<file path="src/rtl/core/u16u8_pkg.sv">
// Shared types and constants of the UTF-16 to UTF-8 transcoder.
`default_nettype none
package u16u8_pkg;

    // One input beat: a raw UTF-16 byte and the end-of-stream mark.
    typedef struct packed {
        logic [7:0] in_byte;
        logic       stream_end;
    } t_in_beat;

    // One output beat: a UTF-8 byte and the last-of-its-input mark.
    typedef struct packed {
        logic [7:0] out_byte;
        logic       run_last;
    } t_out_beat;

    // Bytes that one input beat produces, first byte in the top lane.
    typedef struct packed {
        logic [31:0] data;
        logic [2:0]  count;
    } t_seq;

    // Number of encoded bytes suppressed at the start of each stream.
    localparam logic [1:0] SKIP_RESET = 2'd3;

    // Lead byte markers and the surrogate classes on the top six unit bits.
    localparam logic [7:0] LEAD_2     = 8'hC0;
    localparam logic [7:0] LEAD_3     = 8'hE0;
    localparam logic [7:0] LEAD_4     = 8'hF0;
    localparam logic [7:0] CONT       = 8'h80;
    localparam logic [5:0] SURR_HIGH  = 6'b110110;
    localparam logic [5:0] SURR_LOW   = 6'b110111;
    localparam logic [20:0] SUPP_BASE = 21'h10000;

endpackage
`default_nettype wire

</file>
<file path="src/rtl/core/utf16_to_utf8_transcoder.sv">
// Top level of the UTF-16 to UTF-8 transcoder.
//
//   channel   | direction | handshake              | beat
//   ----------+-----------+------------------------+-----------------------------
//   input     | in        | push / full            | one UTF-16 byte + stream end
//   result    | out       | pop / empty            | one UTF-8 byte + run last
//   config    | in        | i_cfg_valid/o_cfg_ready | byte order (0 big, 1 little)
//
// One input beat is accepted per cycle while the sequence queue has room; a
// completed unit yields zero to four output bytes, sent one per cycle by the back
// end while the result side pops; this output rate sets the sustained throughput.
// Bytes pass the sequence queue, work register and output register in turn.
// Reset is synchronous and active low and restores big-endian order and the
// suppression of the first three bytes. Both sides stall independently.
`default_nettype none
module utf16_to_utf8_transcoder #(
    parameter int DEPTH = 4
) (
    input  wire logic                i_clk,
    input  wire logic                i_rst_n,
    input  wire logic                push,
    output logic                     full,
    input  wire u16u8_pkg::t_in_beat i_in,
    output logic                     empty,
    input  wire logic                pop,
    output u16u8_pkg::t_out_beat     o_out,
    input  wire logic                i_cfg_valid,
    output logic                     o_cfg_ready,
    input  wire logic                i_cfg_data
);

    logic            accept;
    logic            seq_push;
    u16u8_pkg::t_seq seq_in;
    logic            q_valid;
    logic            q_pop;
    u16u8_pkg::t_seq q_seq;

    assign o_cfg_ready = 1'b1;
    assign accept      = push && !full;

    u16u8_front u_front (
        .i_clk       (i_clk),
        .i_rst_n     (i_rst_n),
        .i_accept    (accept),
        .i_in        (i_in),
        .i_cfg_write (i_cfg_valid && o_cfg_ready),
        .i_cfg_data  (i_cfg_data),
        .o_seq       (seq_in),
        .o_seq_push  (seq_push)
    );

    u16u8_queue #(
        .DEPTH (DEPTH)
    ) u_queue (
        .i_clk   (i_clk),
        .i_rst_n (i_rst_n),
        .i_push  (seq_push),
        .i_seq   (seq_in),
        .o_full  (full),
        .i_pop   (q_pop),
        .o_valid (q_valid),
        .o_seq   (q_seq)
    );

    u16u8_back u_back (
        .i_clk     (i_clk),
        .i_rst_n   (i_rst_n),
        .i_q_valid (q_valid),
        .i_q_seq   (q_seq),
        .o_q_pop   (q_pop),
        .i_pop     (pop),
        .o_empty   (empty),
        .o_out     (o_out)
    );

endmodule
`default_nettype wire

</file>
<file path="src/rtl/core/u16u8_front.sv">
// Front end: builds code units, encodes them and applies the start-of-stream suppression.
`default_nettype none
module u16u8_front (
    input  wire logic                i_clk,
    input  wire logic                i_rst_n,
    input  wire logic                i_accept,
    input  wire u16u8_pkg::t_in_beat i_in,
    input  wire logic                i_cfg_write,
    input  wire logic                i_cfg_data,
    output u16u8_pkg::t_seq          o_seq,
    output logic                     o_seq_push
);

    logic        r_byte_order, n_byte_order;
    logic        r_phase, n_phase;
    logic [7:0]  r_held, n_held;
    logic [9:0]  r_hs_bits, n_hs_bits;
    logic        r_hs_valid, n_hs_valid;
    logic [1:0]  r_skip, n_skip;

    logic [15:0] unit;
    logic        is_high;
    logic        is_low;
    logic [20:0] code;
    logic [31:0] enc_data;
    logic [2:0]  enc_n;
    logic        complete;
    logic [2:0]  produced;
    logic [1:0]  drop;

    // Assemble the unit and classify it.
    always_comb begin
        unit     = r_byte_order ? {i_in.in_byte, r_held} : {r_held, i_in.in_byte};
        is_high  = (unit[15:10] == u16u8_pkg::SURR_HIGH);
        is_low   = (unit[15:10] == u16u8_pkg::SURR_LOW);
        code     = u16u8_pkg::SUPP_BASE + 21'({r_hs_bits, unit[9:0]});
        complete = i_accept && r_phase;
    end

    // Encode the unit; bytes are packed from the top lane down.
    always_comb begin
        enc_data = '0;
        enc_n    = 3'd0;
        priority if (is_high) begin
            enc_n = 3'd0;
        end else if (r_hs_valid && is_low) begin
            enc_data = {u16u8_pkg::LEAD_4 | {5'd0, code[20:18]},
                        u16u8_pkg::CONT | {2'd0, code[17:12]},
                        u16u8_pkg::CONT | {2'd0, code[11:6]},
                        u16u8_pkg::CONT | {2'd0, code[5:0]}};
            enc_n    = 3'd4;
        end else if (unit[15:7] == 9'd0) begin
            enc_data = {unit[7:0], 24'd0};
            enc_n    = 3'd1;
        end else if (unit[15:11] == 5'd0) begin
            enc_data = {u16u8_pkg::LEAD_2 | {3'd0, unit[10:6]},
                        u16u8_pkg::CONT | {2'd0, unit[5:0]}, 16'd0};
            enc_n    = 3'd2;
        end else begin
            enc_data = {u16u8_pkg::LEAD_3 | {4'd0, unit[15:12]},
                        u16u8_pkg::CONT | {2'd0, unit[11:6]},
                        u16u8_pkg::CONT | {2'd0, unit[5:0]}, 8'd0};
            enc_n    = 3'd3;
        end
    end

    // Drop as many leading bytes as the suppression counter still asks for.
    always_comb begin
        produced   = complete ? enc_n : 3'd0;
        drop       = (produced < {1'b0, r_skip}) ? produced[1:0] : r_skip;
        o_seq.data = enc_data << {drop, 3'b000};
        o_seq.count = produced - {1'b0, drop};
        o_seq_push = i_accept && (o_seq.count != 3'd0);
    end

    // Next stream state.
    always_comb begin
        n_byte_order = i_cfg_write ? i_cfg_data : r_byte_order;
        n_phase      = r_phase;
        n_held       = r_held;
        n_hs_bits    = r_hs_bits;
        n_hs_valid   = r_hs_valid;
        n_skip       = r_skip - drop;
        if (i_accept) begin
            if (!r_phase) begin
                n_held  = i_in.in_byte;
                n_phase = 1'b1;
            end else begin
                n_held  = 8'd0;
                n_phase = 1'b0;
                if (is_high) begin
                    n_hs_bits  = unit[9:0];
                    n_hs_valid = 1'b1;
                end else begin
                    n_hs_bits  = 10'd0;
                    n_hs_valid = 1'b0;
                end
            end
            if (i_in.stream_end) begin
                n_phase    = 1'b0;
                n_held     = 8'd0;
                n_hs_bits  = 10'd0;
                n_hs_valid = 1'b0;
                n_skip     = u16u8_pkg::SKIP_RESET;
            end
        end
    end

    always_ff @(posedge i_clk) begin
        if (!i_rst_n) begin
            r_byte_order <= 1'b0;
            r_phase      <= 1'b0;
            r_held       <= 8'd0;
            r_hs_bits    <= 10'd0;
            r_hs_valid   <= 1'b0;
            r_skip       <= u16u8_pkg::SKIP_RESET;
        end else begin
            r_byte_order <= n_byte_order;
            r_phase      <= n_phase;
            r_held       <= n_held;
            r_hs_bits    <= n_hs_bits;
            r_hs_valid   <= n_hs_valid;
            r_skip       <= n_skip;
        end
    end

`ifndef SYNTH
    // A sequence that reaches the queue means suppression is finished for this stream.
    a_skip_done: assert property (@(posedge i_clk) disable iff (!i_rst_n)
        (o_seq_push && !i_in.stream_end) |=> (r_skip == 2'd0))
        else $error("bytes queued while suppression still pending");
`endif

endmodule
`default_nettype wire

</file>
<file path="src/rtl/core/u16u8_queue.sv">
// Short queue of encoded byte sequences between the front and back ends.
`default_nettype none
module u16u8_queue #(
    parameter int DEPTH = 4
) (
    input  wire logic            i_clk,
    input  wire logic            i_rst_n,
    input  wire logic            i_push,
    input  wire u16u8_pkg::t_seq i_seq,
    output logic                 o_full,
    input  wire logic            i_pop,
    output logic                 o_valid,
    output u16u8_pkg::t_seq      o_seq
);

    localparam int PW = (DEPTH > 1) ? $clog2(DEPTH) : 1;
    localparam int CW = $clog2(DEPTH + 1);
    localparam logic [PW-1:0] LAST_PTR = PW'(DEPTH - 1);
    localparam logic [CW-1:0] FULL_CNT = CW'(DEPTH);

    u16u8_pkg::t_seq r_mem [DEPTH];
    logic [PW-1:0]   r_wr_ptr, n_wr_ptr;
    logic [PW-1:0]   r_rd_ptr, n_rd_ptr;
    logic [CW-1:0]   r_count, n_count;
    logic            do_push;
    logic            do_pop;

    assign o_full  = (r_count == FULL_CNT);
    assign o_valid = (r_count != '0);
    assign o_seq   = r_mem[r_rd_ptr];
    assign do_push = i_push && !o_full;
    assign do_pop  = i_pop && o_valid;

    // Pointer and fill count update.
    always_comb begin
        n_wr_ptr = r_wr_ptr;
        n_rd_ptr = r_rd_ptr;
        if (do_push) begin
            n_wr_ptr = (r_wr_ptr == LAST_PTR) ? '0 : r_wr_ptr + 1'b1;
        end
        if (do_pop) begin
            n_rd_ptr = (r_rd_ptr == LAST_PTR) ? '0 : r_rd_ptr + 1'b1;
        end
        n_count = r_count + CW'(do_push) - CW'(do_pop);
    end

    always_ff @(posedge i_clk) begin
        if (!i_rst_n) begin
            r_wr_ptr <= '0;
            r_rd_ptr <= '0;
            r_count  <= '0;
        end else begin
            r_wr_ptr <= n_wr_ptr;
            r_rd_ptr <= n_rd_ptr;
            r_count  <= n_count;
        end
    end

    // Entry storage.
    always_ff @(posedge i_clk) begin
        if (do_push) begin
            r_mem[r_wr_ptr] <= i_seq;
        end
    end

`ifndef SYNTH
    // The front end only pushes while the queue has room.
    a_no_overflow: assert property (@(posedge i_clk) disable iff (!i_rst_n)
        !(i_push && o_full))
        else $error("push into a full sequence queue");

    // The fill count stays within the depth.
    a_count_range: assert property (@(posedge i_clk) disable iff (!i_rst_n)
        r_count <= FULL_CNT)
        else $error("sequence queue count out of range");
`endif

endmodule
`default_nettype wire

</file>
<file path="src/rtl/core/u16u8_back.sv">
// Back end: serializes queued sequences into single output beats through an output register.
`default_nettype none
module u16u8_back (
    input  wire logic              i_clk,
    input  wire logic              i_rst_n,
    input  wire logic              i_q_valid,
    input  wire u16u8_pkg::t_seq   i_q_seq,
    output logic                   o_q_pop,
    input  wire logic              i_pop,
    output logic                   o_empty,
    output u16u8_pkg::t_out_beat   o_out
);

    logic [31:0]          r_data, n_data;
    logic [2:0]           r_left, n_left;
    logic                 r_out_valid, n_out_valid;
    u16u8_pkg::t_out_beat r_out, n_out;

    logic       out_free;
    logic       emit;
    logic [2:0] left_after;

    assign o_empty = !r_out_valid;
    assign o_out   = r_out;

    // Emit one byte whenever the output register frees up; reload the work register
    // from the queue as soon as its last byte leaves.
    always_comb begin
        out_free    = !r_out_valid || i_pop;
        emit        = out_free && (r_left != 3'd0);
        left_after  = r_left - 3'(emit);
        o_q_pop     = i_q_valid && (left_after == 3'd0);
        n_data      = emit ? (r_data << 8) : r_data;
        n_left      = left_after;
        if (o_q_pop) begin
            n_data = i_q_seq.data;
            n_left = i_q_seq.count;
        end
        n_out       = r_out;
        n_out_valid = i_pop ? 1'b0 : r_out_valid;
        if (emit) begin
            n_out.out_byte = r_data[31:24];
            n_out.run_last = (r_left == 3'd1);
            n_out_valid    = 1'b1;
        end
    end

    always_ff @(posedge i_clk) begin
        if (!i_rst_n) begin
            r_left      <= 3'd0;
            r_out_valid <= 1'b0;
        end else begin
            r_left      <= n_left;
            r_out_valid <= n_out_valid;
        end
    end

    always_ff @(posedge i_clk) begin
        r_data <= n_data;
        r_out  <= n_out;
    end

`ifndef SYNTH
    // Every sequence taken from the queue carries one to four bytes.
    a_load_count: assert property (@(posedge i_clk) disable iff (!i_rst_n)
        o_q_pop |-> (i_q_seq.count != 3'd0 && i_q_seq.count <= 3'd4))
        else $error("empty or oversized sequence loaded");
`endif

endmodule
`default_nettype wire
</file>
<file path="config.mk">
export PLATFORM = sky130hd
export DESIGN_NAME = utf16_to_utf8_transcoder
export DESIGN_NICKNAME = d
export VERILOG_FILES = /design/src/rtl/core/u16u8_pkg.sv /design/src/rtl/core/utf16_to_utf8_transcoder.sv /design/src/rtl/core/u16u8_front.sv /design/src/rtl/core/u16u8_queue.sv /design/src/rtl/core/u16u8_back.sv
export SDC_FILE = /design/constraint.sdc
export NUM_CORES = 1
export LEC_CHECK = 0
export BUFFER_PORTS_ARGS = -buffer_cell sky130_fd_sc_hd__buf_2
export CAP_MARGIN = 20
export CORE_MARGIN = 2
export CORE_UTILIZATION = 55
export CTS_BUF_LIST = sky130_fd_sc_hd__clkbuf_4
export DETAILED_ROUTE_END_ITERATION = 16
export MAX_ROUTING_LAYER = met4
export PLACE_DENSITY = 0.76
export RECOVER_POWER = 25
export SLEW_MARGIN = 30
export SYNTH_ARGS = -nofsm -noshare
export SYNTH_HDL_FRONTEND = slang
export SYNTH_SLANG_ARGS = --single-unit
</file>
<file path="constraint.sdc">
create_clock -name i_clk -period 8.9 [get_ports i_clk]
set_input_delay 0.445 -clock i_clk [delete_from_list [all_inputs] [get_ports i_clk]]
set_output_delay 0.445 -clock i_clk [all_outputs]
set_load 0.01 [all_outputs]
</file>
## Word level (Yosys, flattened, before mapping)

Memories as Yosys holds them, arrays and structs flattened. A register that Yosys moved wholly into a read port is not among the register bits.
Index checks and enable logic that the tools add are counted.

| word-level totals | value |
|---|---|
| register bits after elaboration | 75 |
| latch bits | 0 |
| memory bits (writable) | 140 |
| memory bits (read-only) | 0 |
| input port bits | 15 |
| output and inout port bits | 12 |
| logic and storage cells | 86 |
| memories kept | 1 |

| operators by class | value |
|---|---|
| add/subtract/negate cells | 8 |
| multipliers | 0 |
| divide/modulo/power cells | 0 |
| $lt $le $gt $ge | 1 |
| eq/ne operators | 6 |
| shift-type cells | 1 |
| mux-type cells | 34 |
| bitwise operators | 0 |
| reduce and logical (&&, ||, !) cells | 21 |

Memory list:

| memory | words | bits a word | read ports | clocked after memory_dff | wr ports | line | source |
|---|---|---|---|---|---|---|---|
| u_queue.r_mem | 4 | 35 | 1 | 1 | 1 | u16u8_queue.sv:21 | `u16u8_pkg::t_seq r_mem [DEPTH];` |

Operators with widths:

| cell | number |
|---|---|
| two-way mux 32 bit | 5 |
| left shift 32 x 5 -> 32 bit | 1 |
| two-way mux 10 bit | 3 |
| two-way mux 30 bit | 1 |
| adder 17 x 20 -> 21 bit (first input constant) | 1 |
| two-way mux 16 bit | 1 |
| two-way mux 8 bit | 2 |
| two-way mux 3 bit | 5 |
| two-way mux 2 bit | 7 |
| == test 6 bit (second input constant) | 2 |
| two-way mux 1 bit | 10 |
| logical NOT 9 bit | 1 |
| nonzero test 3 bit | 3 |
| logical AND 1 bit | 8 |
| nonzero test 2 bit | 3 |
| subtractor 3 x 1 -> 3 bit | 2 |
| logical NOT 5 bit | 1 |
| adder 2 x 1 -> 2 bit (second input constant) | 2 |
| == test 2 bit (second input constant) | 2 |
| adder 3 x 1 -> 3 bit | 1 |
| == test 3 x 1 -> 1 bit (second input constant) | 1 |
| == test 3 bit (second input constant) | 1 |
| logical NOT 3 bit | 1 |
| < comparator 3 x 2 -> 1 bit | 1 |
| other kinds (5) | 6 |

## Depth between registers and ports, before layout

| depth | value |
|---|---|
| depth after elaboration | 15 |
| mapped depth | 22 |
| gate-level depth less buffers | 20 |

## Cells and area by module

From an unflattened synthesis, not the netlist that was laid out.

| unflattened totals | value |
|---|---|
| cell total of the unflattened synthesis | 663 |
| area, all modules | 9960.8 sq um |

By module, submodules not included:

| module | times used | cells each | area an instance (sq um) | seq. area each (sq um) |
|---|---|---|---|---|
| u16u8_queue | 1 | 235 | 5585.4 | 4384.2 |
| u16u8_front | 1 | 324 | 2486.1 | 460.4 |
| u16u8_back | 1 | 101 | 1864.3 | 1311.3 |
| utf16_to_utf8_transcoder | 1 | 3 | 25.0 | 0.0 |

## Least setup slack after synthesis

No wires, ideal clock.

| path | value |
|---|---|
| kind | input port to flip-flop |
| from | input i_in[3] in the netlist's numbering |
| to | memory u_queue.r_mem[3][0] in the netlist's numbering, enable pin |
| setup time | 0.392 ns |
| data arrival time | 4.348 ns |
| required time | 8.508 ns |
| path slack | 4.160 ns |
| cell stages on the path | 16 |
| buffers on the path | 1 |
| cell sequence | nor4_1 -> a22oi_2 -> o21ai_2 -> nor2_1 -> ha_1 -> a211oi_1 -> o2bb2ai_1 -> inv_2 -> buf_2 -> ha_1 -> inv_1 -> ha_1 -> nor4b_1 -> a211o_1 -> nor3_4 -> and2_1 |

RTL lines:

| item | line | source |
|---|---|---|
| start: declaration | utf16_to_utf8_transcoder.sv:23 | `input wire u16u8_pkg::t_in_beat i_in,` |
| end: declaration | u16u8_queue.sv:21 |  |

==> impl_metrics.json <==
{
  "yosysMostFrequentCell": "edfxtp_1",
  "ant_nets": 0,
  "r2r_start": "u_front.r_byte_order",
  "ys_ff_latch": 202,
  "final_area_um2": 10000,
  "drive_above_1_share": 0.255,
  "clk_path_buf_depth": 3,
  "hold_viol": 0,
  "synth_fp_nets": 663,
  "cts.sinks": 202,
  "tightest_slew_ns": 1.82,
  "status": "finished with violations",
  "place_hpwl_um": 11400,
  "cts_resized": 0,
  "h-tree-depth": 2,
  "synthArstFlopShare": 0,
  "cts-buffers-inserted": 49,
  "via_per_inst": 5.84,
  "initial_utilization": 0.558,
  "dp.cells": 853,
  "min_path_type": "input pin to flip-flop",
  "synthTopCellsByCount": "166 x edfxtp_1, 41 x nand2_1, 36 x dfxtp_1, 32 x mux4_2, 31 x mux2_2",
  "path_class": "flip-flop to flip-flop",
  "ir_drop_mv": 0.130,
  "gp_congestion": 0.905,
  "skew_ns": 0.0241,
  "syn_area_um2": 9150,
  "tns_ns": 0,
  "grt_pass1_vias": 5735,
  "synth_ff_type": "edfxtp_1",
  "grt_max_degree": 36,
  "cts_tree": "done",
  "synth_area_leaders": "edfxtp_1 54%, dfxtp_1 7.9%, mux4_2 7.9%",
  "setup_viol": 0,
  "finalNonFillerCells": 942,
  "synth_top_area_frac": 0.545,
  "finalCritPeriodShare": 0.724,
  "synth.yosys.seq_area_share": 0.624,
  "avgSynthCellArea_um2": 14.5,
  "cp-end-kind": "flip-flop",
  "rows": 47,
  "slew_headroom": -0.216,
  "die_w_um": 133,
  "die_area_um2": 17700,
  "yosys.area.top_type": "edfxtp_1",
  "startpoint": "u_front.r_byte_order",
  "grt_pass1_wl_um": 29400,
  "synthCells": 633,
  "core_um2": 16400,
  "clk-insertion-delay-late_ns": 0.63,
  "dpl_cell_area_um2": 9460,
  "fin_nets": 714,
  "cap_violations": 2,
  "cp_max_fo": 35,
  "track_usage": 0.219,
  "synth_edf_count": 166,
  "drt-initial-drc-count": 432,
  "die_y_um": 133,
  "fill_cells": 1241,
  "rsz0062_at_grt": "no",
  "crit_arrival_ns": 6.95,
  "max_clock_freq_mhz": 155,
  "drv_slew": 64,
  "syn2layout_area_growth_pct": 9.83,
  "yosysWarnings": 0,
  "io_buffer_count": 25,
  "power.density_nw_per_um2": 251,
  "antenna_found_initial": 0,
  "io_pins": 27,
  "drc": 0,
  "overflow": 0,
  "diodes": 0,
  "cts-root-buf": "clkbuf_4",
  "ctsHoldBuffers": 0,
  "min_from": "i_cfg_data",
  "cts_setup_buffers": 0,
  "p_leak_nw": 3.40,
  "start_kind": "flip-flop",
  "drtPass1Iterations": 6,
  "wl_um": 18100,
  "min_period_ns": 6.44,
  "drt-wirelength-per-cell_um": 19.2,
  "dr_total_vias": 5501,
  "failed_checks": "max-capacitance violations, max-slew violations",
  "ys_types": 65,
  "crit_required_ns": 9.41,
  "clkSlewWorstSetupHoldPaths_ns": 0.06
}
stage by stage:
step / utilization / power (mW) / hold WS [ns] / setup WS [ns]
after floorplan: - / 1.66 / 0.400 / 4.16
after global placement: 0.576 / 1.80 / 0.403 / 2.88
after detailed placement: 0.576 / 1.82 / 0.410 / 2.54
after CTS: 0.614 / 2.56 / 0.0719 / 2.54
after global routing: 0.612 / 2.66 / 0.0885 / 1.99
final: 0.612 / 2.53 / 0.113 / 2.46
where the power goes:
| group | switching (mW) | internal, mW |
|---|---|---|
| clock network | 0.352 | 0.385 |
| logic | 0.310 | 0.217 |
| registers | 0.0386 | 1.22 |
layer usage:
layer  wire [um]  up-vias  GRT usage
li1            -     2578          -
met1        7990     2738      0.282
met2        8890      156      0.347
met5           0        -          -
met3         910       29     0.0467
met4         329        0     0.0806
cell families after synthesis:
group / after synthesis / synth area share
xor gates and xnor gates: 6 / 0.00575
buffers and inverters: 51 / 0.0271
muxes: 85 / 0.142
and+or+nand+nor: 164 / 0.0956
AOI/OAI and AO/OA: 109 / 0.0841
other: 1 / 0.000410
DFF: 202 / 0.624
adders and majority gates: 15 / 0.0213
worst max-delay path, stage by stage, from the launching register on:
cell and delay, ns:
dfxtp_1 1.01, nand2b_1 0.19, nor4_1 0.32, o21ai_1 0.12, buf_4 0.22, o21ai_2 0.31
nor2_1 0.17, ha_1 0.41, a211oi_1 0.22, o2bb2ai_1 0.11, buf_4 0.21, inv_2 0.53
ha_1 0.26, inv_1 0.04, ha_1 0.35, nor4b_1 0.42, o2111ai_1 0.18, a21oi_1 0.25
nor3_4 0.10, ha_1 0.23, fa_1 0.38, xnor2_1 0.13, and2_1 0.15
cell type report:
type	count	area (um2)	area share
clock buffers	75	563	0.0560
well taps	220	275	0.0274
clock inverters	14	61.3	0.00610
inverters	15	56.3	0.00560
multi-input cells	380	3200	0.319
flip-flops and latches	202	5710	0.568
repair buffers	36	183	0.0182
path summary, 6_finish.rpt:
check                    endpoint  slack (ns)  depth (start not counted)
max            u_queue.r_count[2]        2.46                         22
max reg2reg    u_queue.r_count[2]        2.46                         22
min reg2reg       u_back.o_out[7]        0.42                          0
min          u_front.r_byte_order        0.11                          3
registers in the layout, indices dropped and copies added (netlist names), 3 cells and up, named ones only:
name / flops
u_back.r_left: 3
u_back.r_data: 29
u_queue.r_count: 3
u_front.r_held: 8
u_back.o_out: 9
u_queue.r_mem: 128
u_front.r_hs_bits: 10
layout by cell type, fill, tap and decap left out, types with 12 or more instances in the layout:
master,netlist,layout
edfxtp_1,166,166
clkbuf_4,0,75
nand2_1,41,41
dfxtp_1,36,35
mux4_2,32,32
mux2_2,31,31
nand3_1,30,30
a21oi_1,25,25
nor2_1,23,22
mux2i_1,20,19
o21ai_0,17,17
nor2b_1,15,15
inv_1,13,14
and2_1,22,14
ha_1,14,14
buf_2,9,14
clkbuf_1,17,14
a22oi_1,12,13
a21boi_0,12,12
(Power assumes the default switching activity.)
